==> src/lpm_pkg.sv <==
package lpm_pkg;

    localparam int TABLE_DEPTH = 64;
    localparam int ADDR_W      = (TABLE_DEPTH > 1) ? $clog2(TABLE_DEPTH) : 1;
    localparam int CNT_W       = $clog2(TABLE_DEPTH + 1);

    localparam int IDX_W  = 6;
    localparam int CFG_W  = 7;
    localparam int IP_W   = 32;
    localparam int PORT_W = 8;
    localparam int APB_AW = 2;
    localparam int APB_DW = 32;

    localparam logic [APB_AW-1:0] REG_ENTRIES_IN_USE = '0;

    localparam logic CMD_WRITE  = 1'b0;
    localparam logic CMD_LOOKUP = 1'b1;

    typedef struct packed {
        logic [IP_W-1:0]   prefix;
        logic [IP_W-1:0]   mask;
        logic [IP_W-1:0]   hop;
        logic [PORT_W-1:0] port;
    } t_entry;

    typedef struct packed {
        logic              en;
        logic [ADDR_W-1:0] addr;
    } t_rd_req;

    typedef struct packed {
        logic              found;
        logic [IP_W-1:0]   hop;
        logic [IP_W-1:0]   mask;
        logic [PORT_W-1:0] port;
        logic [IDX_W-1:0]  slot;
    } t_result;

endpackage

==> src/lpm_scan.sv <==
module lpm_scan import lpm_pkg::*; (
    input  logic             i_clk,
    input  logic             i_rst_n,
    input  logic             i_start,
    input  logic [IP_W-1:0]  i_dest,
    input  logic [CNT_W-1:0] i_limit,
    output logic             o_busy,
    output t_rd_req          o_rd,
    input  t_entry           i_rd_data,
    output logic             o_res_valid,
    output t_result          o_res,
    input  logic             i_res_take
);

    typedef enum logic [1:0] {
        S_IDLE,
        S_SCAN,
        S_DONE
    } t_state;

    t_state             r_state;
    logic [IP_W-1:0]    r_dest;
    logic [CNT_W-1:0]   r_limit;
    logic [CNT_W-1:0]   r_idx;
    logic               r_cmp_valid;
    logic [ADDR_W-1:0]  r_cmp_slot;
    logic               r_hit;
    logic [IP_W-1:0]    r_mask;
    logic [IP_W-1:0]    r_hop;
    logic [PORT_W-1:0]  r_port;
    logic [ADDR_W-1:0]  r_slot;

    logic w_match;
    logic w_better;

    always_comb begin
        o_rd.en   = (r_state == S_SCAN) && (r_idx < r_limit);
        o_rd.addr = r_idx[ADDR_W-1:0];
    end

    assign w_match  = ((i_rd_data.mask & r_dest) == i_rd_data.prefix);
    assign w_better = !r_hit || (i_rd_data.mask > r_mask);

    always_ff @(posedge i_clk) begin
        if (!i_rst_n) begin
            r_state     <= S_IDLE;
            r_cmp_valid <= 1'b0;
            r_hit       <= 1'b0;
        end else begin
            unique case (r_state)
                S_IDLE: begin
                    r_cmp_valid <= 1'b0;
                    if (i_start) begin
                        r_dest  <= i_dest;
                        r_limit <= i_limit;
                        r_idx   <= '0;
                        r_hit   <= 1'b0;
                        r_mask  <= '0;
                        r_hop   <= '0;
                        r_port  <= '0;
                        r_slot  <= '0;
                        r_state <= S_SCAN;
                    end
                end
                S_SCAN: begin
                    r_idx       <= r_idx + CNT_W'(o_rd.en);
                    r_cmp_valid <= o_rd.en;
                    r_cmp_slot  <= o_rd.addr;
                    if (r_cmp_valid && w_match && w_better) begin
                        r_hit  <= 1'b1;
                        r_mask <= i_rd_data.mask;
                        r_hop  <= i_rd_data.hop;
                        r_port <= i_rd_data.port;
                        r_slot <= r_cmp_slot;
                    end
                    if (!o_rd.en && !r_cmp_valid) begin
                        r_state <= S_DONE;
                    end
                end
                S_DONE: begin
                    if (i_res_take) begin
                        r_state <= S_IDLE;
                    end
                end
                default: begin
                    r_state <= S_IDLE;
                end
            endcase
        end
    end

    assign o_busy      = (r_state != S_IDLE);
    assign o_res_valid = (r_state == S_DONE);

    always_comb begin
        o_res.found = r_hit;
        o_res.hop   = r_hop;
        o_res.mask  = r_mask;
        o_res.port  = r_port;
        o_res.slot  = IDX_W'(r_slot);
    end

endmodule

==> config.mk <==
export PLATFORM = sky130hd
export DESIGN_NAME = lpm_scan
export DESIGN_NICKNAME = d
export VERILOG_FILES = /design/src/lpm_pkg.sv /design/src/lpm_scan.sv
export SDC_FILE = /design/constraint.sdc
export NUM_CORES = 1
export LEC_CHECK = 0
export BUFFER_PORTS_ARGS = -buffer_cell sky130_fd_sc_hd__buf_2
export CAP_MARGIN = 20
export CORE_UTILIZATION = 53
export DETAILED_ROUTE_END_ITERATION = 10
export GPL_TIMING_DRIVEN = 0
export PLACE_DENSITY = 0.85
export SLEW_MARGIN = 30
export SYNTH_ARGS = -nofsm -noshare
export SYNTH_HDL_FRONTEND = slang
export SYNTH_SLANG_ARGS = --single-unit
==> constraint.sdc <==
create_clock -name i_clk -period 11.74 [get_ports i_clk]
set_input_delay 2.935 -clock i_clk [delete_from_list [all_inputs] [get_ports i_clk]]
set_output_delay 2.935 -clock i_clk [all_outputs]
set_load 0.005 [all_outputs]
# ---- After elaboration in Yosys (flattened, before gate mapping)
# Index checks and enable logic that the tools add are counted.
dict set report word_totals {
  in_bits 147
  output_inout_bits 88
  latchBits 0
  elab_cells 60
  rom_bits 0
  ram_bits 0
  mem_count 0
  ff_bits 134
}
dict set report classes {
  mul 0
  add_sub_neg 1
  n_reduce_logical 17
  muxes 21
  n_div 0
  bitwise 1
  shifts 0
  magnitude_cmp 2
  n_eq_ne 7
}
# operator n
set op_table {}
lappend op_table {{$pmux 32 s2} 2}
lappend op_table {{$mux 32} 3}
lappend op_table {{$and 32x32->32} 1}
lappend op_table {{$eq 32x32->1} 1}
lappend op_table {{$gt 32x32->1} 1}
lappend op_table {{$mux 8} 2}
lappend op_table {{$pmux 8 s2} 1}
lappend op_table {{$pmux 7 s2} 1}
lappend op_table {{$mux 6} 2}
lappend op_table {{$pmux 6 s2} 1}
lappend op_table {{$reduce_and 3->1} 4}
lappend op_table {{$add 7x1->7} 1}
lappend op_table {{$lt 7x7->1} 1}
lappend op_table {{$mux 7} 1}
lappend op_table {{$mux 2} 3}
lappend op_table {{$ne 2x1->1 const B} 3}
lappend op_table {{$pmux 2 s3} 1}
lappend op_table {{$logic_and 1x1->1} 4}
lappend op_table {{$pmux 1 s2} 2}
lappend op_table {{$reduce_and 4->1} 1}
lappend op_table {{$reduce_bool 2->1} 2}
lappend op_table {{$logic_not 1->1} 3}
lappend op_table {{$eq 2x1->1 const B} 1}
lappend op_table {{$eq 2x2->1 const B} 1}
lappend op_table {{other kinds (5)} 6}

# ---- Depth between registers and ports, before layout
dict set report depth {
  ltp_word 6
  mapped_depth 13
}

# ---- Worst setup path before layout
# Ideal clock, no wire load.
dict set report synth_timing {
  kind {input to register}
  from {input port i_rd_data[51] in the netlist's numbering}
  to {register r_hop[0], enable pin}
  cell_stages 8
  setup_slack_ns 2.956
  arrival_time_ns 8.244
  cell_sequence {ha_1 > nand4_1 > or4_4 > a21oi_2 > nor2_1 > a211oi_2 > o2111ai_1 > a21oi_1}
}
dict set report synth_between {
  elab_chain_cells 6
  word_cells_on_any_way 8
  classes_between {order compare (1); eq/ne (2); bitwise (1); reduce/logical (4)}
}
# item line
set synth_rtl {}
lappend synth_rtl {{start: declaration} lpm_scan.sv:9} ;# input t_entry i_rd_data,
lappend synth_rtl {{branches (longest 3 deep; another with $gt 32x32->1)} -}
lappend synth_rtl {{$logic_and 1x1->1 (*)} lpm_scan.sv:69} ;# if (r_cmp_valid && w_match && w_better) begin
lappend synth_rtl {{$ne 2x1->1 (no line) (*)} -}
lappend synth_rtl {{$reduce_and 4->1 (no line) (*)} -}
lappend synth_rtl {{end signal: assignment} lpm_scan.sv:72} ;# r_hop <= i_rd_data.hop;
lappend synth_rtl {{end: declaration} lpm_scan.sv:29} ;# logic [IP_W-1:0] r_hop;
# Every way passes the cells marked *.
# A chain may end at the register's enable or synchronous reset.

# ---- Final worst setup path
dict set report layout_timing {
  from {input port i_rd_data[66] in the netlist's numbering}
  to {register r_hop[0], enable pin}
}
# Same word-level chain as after synthesis.

==> qor_table.md <==
| Item | Reported |
| --- | --- |
| Outcome | complete, no violations |
| Critical Path Start Type | primary input |
| Number of cells produced by synthesis | 482 |
| Depth of the critical timing path with buffers and inverters included | 11 |
| Fraction of the cycle the final worst path needs | 0.4982 |
| Number of vias after detailed routing | 4529 |
| WHS | 0.5233 ns |
| Top-count cell post-synth | edfxtp_1 |
| Clock power frac | 0.396 |
| Leak | 0.003741 uW |
| Combinational share of power | 0.155 |
| Vias per std cell | 5.055 |
| Postcts setup bufs | 0 |
| Ys Warns | 0 |
| Initial core utilization | 0.5463 |
| Width of the die | 110.7 um |
| Final weighted congestion of routability-driven global placement | 0.8500 |
| Post-synth top area cell | edfxtp_1 |
| Shortest clock period the worst path allows after layout | 5.849 ns |
| Clock transition at the registers of the reported paths | 0.06 ns |
| Worst path most repeated cell | buf_16 |
| Core Footprint | 11470 um2 |
| DRC marker count from the first detailed-route iteration | 260 |
| Number of sinks handled by clock tree synthesis | 134 |
| Worst path required time | 11.86 ns |
| End of the critical path | r_hop[0] |
| Cell internal pwr | 1005 uW |
| Ordered cell list for the critical path | buf_2 > ha_1 > nand4_1 > or4_1 > a21oi_1 > nor4b_1 > o21ai_0 > o2111ai_1 > a21oi_4 > buf_16 > buf_16 |
| Cell with the biggest individual delay on the critical path | a21oi_4 |
| Most used flip-flop cell after synthesis | edfxtp_1 |
| Number of maximum-capacitance constraint violations | 0 |
| Buffer type at the clock tree root | clkbuf_16 |
| Final Core Density | 0.7294 |
| Total setup violations reported at the end of the flow | 0 |
| Antenna violation net count after detailed routing | 0 |
| Highest net fanout along the worst path | 17 |
| Grt total ovfl | 0 |
| Transition at the pin with the smallest max-transition slack | 0.7075 ns |
| Worst-case headroom to the max-slew limit | 0.5273 |
| Power Dens Cells | 158.9 nW/um2 |
| Setup skew after layout | 0.007198 ns |
| Number of hold buffers added after cts | 0 |
| Switch Pwr | 324.1 uW |
| Net Count, Synth | 669 |
| Highest cell delay on the worst timing path | 0.68 ns |
| Dominant delay contributor by cell family on the critical path | compound AO/OA/AOI/OAI gates |
| Via count of the first global-routing pass | 4747 |
| Number of diodes | 0 |
| Global routing usage summed across all routing layers | 0.2552 |
| Final hold violation count | 0 |
| PnR Total Power | 1329 uW |
| Crit end category | flop |
| Switching portion of total power | 0.2438 |
| Unrepaired setup endpoints after global routing | false |
| Crit path buf inv count | 3 |
| Number of buffers on the longest clock path | 2 |
| Die outline height | 110.7 um |
| Fraction of post-synthesis cell area in the top cell type by area | 0.6231 |
| Number of instances resized during post-cts repair | 0 |
| Reg-to-Reg End | r_hop[0] |
| Worst Path Arrival | 5.97 ns |
| Proportion of power drawn by flip-flops and latches | 0.449 |
| Launching instance or port of the critical path | i_rd_data[66] |
| Synthesized flop and latch total | 134 |
| Top cell types by occurrence after synthesis | 130 x edfxtp_1, 79 x and2_1, 42 x nand2_1, 40 x ha_1, 40 x inv_1 |
| Number of cell rows | 39 |
| Setup total negative slack | 0 ns |
| Hold WC Path Type | flop to flop |
| Register-to-register setup slack | 8.14 ns |
| Clock network latency to the later pin of the worst-skew pair | 0.42 ns |
| Portion of the post-synthesis area used by sequential elements | 0.6359 |
| Post-synthesis async set-or-reset flop share | 0 |
| H-tree Lvls | 4 |
| Wire length of the first global-routing pass | 23580 um |
| Top post-synthesis cells by area | edfxtp_1 62%, ha_1 8.0%, and2_1 7.9%, xor2_1 4.3%, nand2_1 2.5% |
| I/O pins | 235 |
| Post-Syn Area | 6265 um2 |
| Area delta synth->final | 33.51% |
| Setup CP Type | primary input to flop |
| Layout Nets | 927 |
| Antenna violations before repair | 1 |
| CTS tree | done |
| Count of port buffers added during placement | 234 |
| Origin of the critical flop-to-flop path | r_mask[26] |
| Syn_area_per_cell | 13.00 um2 |
| Number of enable flip-flop cells after synthesis | 130 |
| Highest clock frequency the design can meet | 0.1710 GHz |
| Routed length per placed instance | 16.37 um |
| First-pass iteration count of the detailed router | 4 |
| Die footprint | 12260 um2 |
| Final max-slew violation count | 0 |
| Worst-case reg-to-reg path depth | 11 |
| Dpl hpwl | 11220 um |
| TritonCTS Buffers | 17 |
| Maximum resistive drop on vdd | 0.0001333 V |
| Pin count of the biggest net entering global routing | 22 |
| Synth cell types | 38 |
| Wire length reported by the detailed router | 14670 um |
| Layout cell share with drive strength beyond 1 | 0.3798 |
| Number of design rule violations left after detail routing | 0 |
[worst min-delay path by stage]
| stage | startpoint | to | slack [ns] | cells past startpoint |
|---|---|---|---|---|
| after floorplan | r_idx[0] | r_cmp_slot[0] | 0.47 | 0 |
| after global placement | r_cmp_slot[5] | r_slot[5] | 0.50 | 1 |
| after detailed placement | r_cmp_slot[0] | r_slot[0] | 0.52 | 1 |
| after CTS | r_cmp_slot[0] | r_slot[0] | 0.53 | 1 |
| after global routing | r_cmp_slot[3] | r_slot[3] | 0.54 | 1 |
| final | r_cmp_slot[1] | r_slot[1] | 0.52 | 1 |
[routing by layer]
metal,GRT usage,routed length (um)
met5,0,0
met3,0.06342,972
met1,0.3036,5869
met2,0.4373,7446
met4,0.1156,376
[layout by cell type, fill, tap and decap left out, types with 3 or more instances in the layout]
master      netlist  routed
clkinv_2          0       5
buf_16            0       5
clkinvlp_4        0       3
nor3_1            4       3
inv_1            40      40
a21o_1            8       8
dfxtp_1           4       4
and2_1           79      79
buf_2             0     234
clkbuf_1         10      10
nor2_1           12      11
nor2b_1           5       5
nand4_1          10      10
clkbuf_16         0      17
o21ai_0           5       5
nand2_1          42      42
bufinv_16         0       3
nand3_1          10      10
xor2_1           31      31
edfxtp_1        130     130
buf_4             7       7
nor4_1            3       3
a21oi_1          16      15
ha_1             40      40
[power groups by stage]
stage / logic (uW) / registers (uW) / clock network [uW]
after floorplan: 102 / 610 / 0
after global placement: 183 / 610 / 0
after detailed placement: 206 / 606 / 0
after CTS: 208 / 597 / 533
after global routing: 229 / 601 / 553
final: 206 / 597 / 527
[registers in the layout, indices dropped and copies added, names as in the netlist]
signal,flops
r_idx,7
r_slot,6
r_state,2
r_hit,1
r_dest,32
r_mask,32
r_cmp_slot,6
r_cmp_valid,1
r_limit,7
r_port,8
r_hop,32
[cell type report]
| cell class | instances | area (um2) |
|---|---|---|
| sequential | 134 | 3984 |
| fill | 769 | 3103 |
| multi-input combinational | 291 | 2064 |
| timing repair buffer | 239 | 1309 |
| clock buffer | 17 | 425.4 |
| tap | 143 | 178.9 |
| clock inverter | 15 | 162.7 |
| inverter | 40 | 150.1 |
| buffer | 17 | 90.09 |
[kinds of logic (layout without fill, tap and decap cells)]
logic type      after synthesis  count (layout)  synth area share
compound gates               41              41           0.04354
fa+ha+maj                    40              40           0.07989
flops                       134             134            0.6359
buf+inv                      57             328           0.03835
xor+xnor                     33              33           0.04614
simple gates                176             176            0.1538
mux                           1               1          0.002396
[per-stage QoR]
stage | setup WS (ns) | std cells | cell area (um2)
after floorplan | 2.956 | 482 | 6265
after global placement | 0.9779 | 859 | 7615
after detailed placement | 5.467 | 864 | 7771
after CTS | 5.896 | 896 | 8359
after global routing | 5.701 | 896 | 8364
final | 5.891 | 896 | 8364
(Power assumes the default switching activity.)
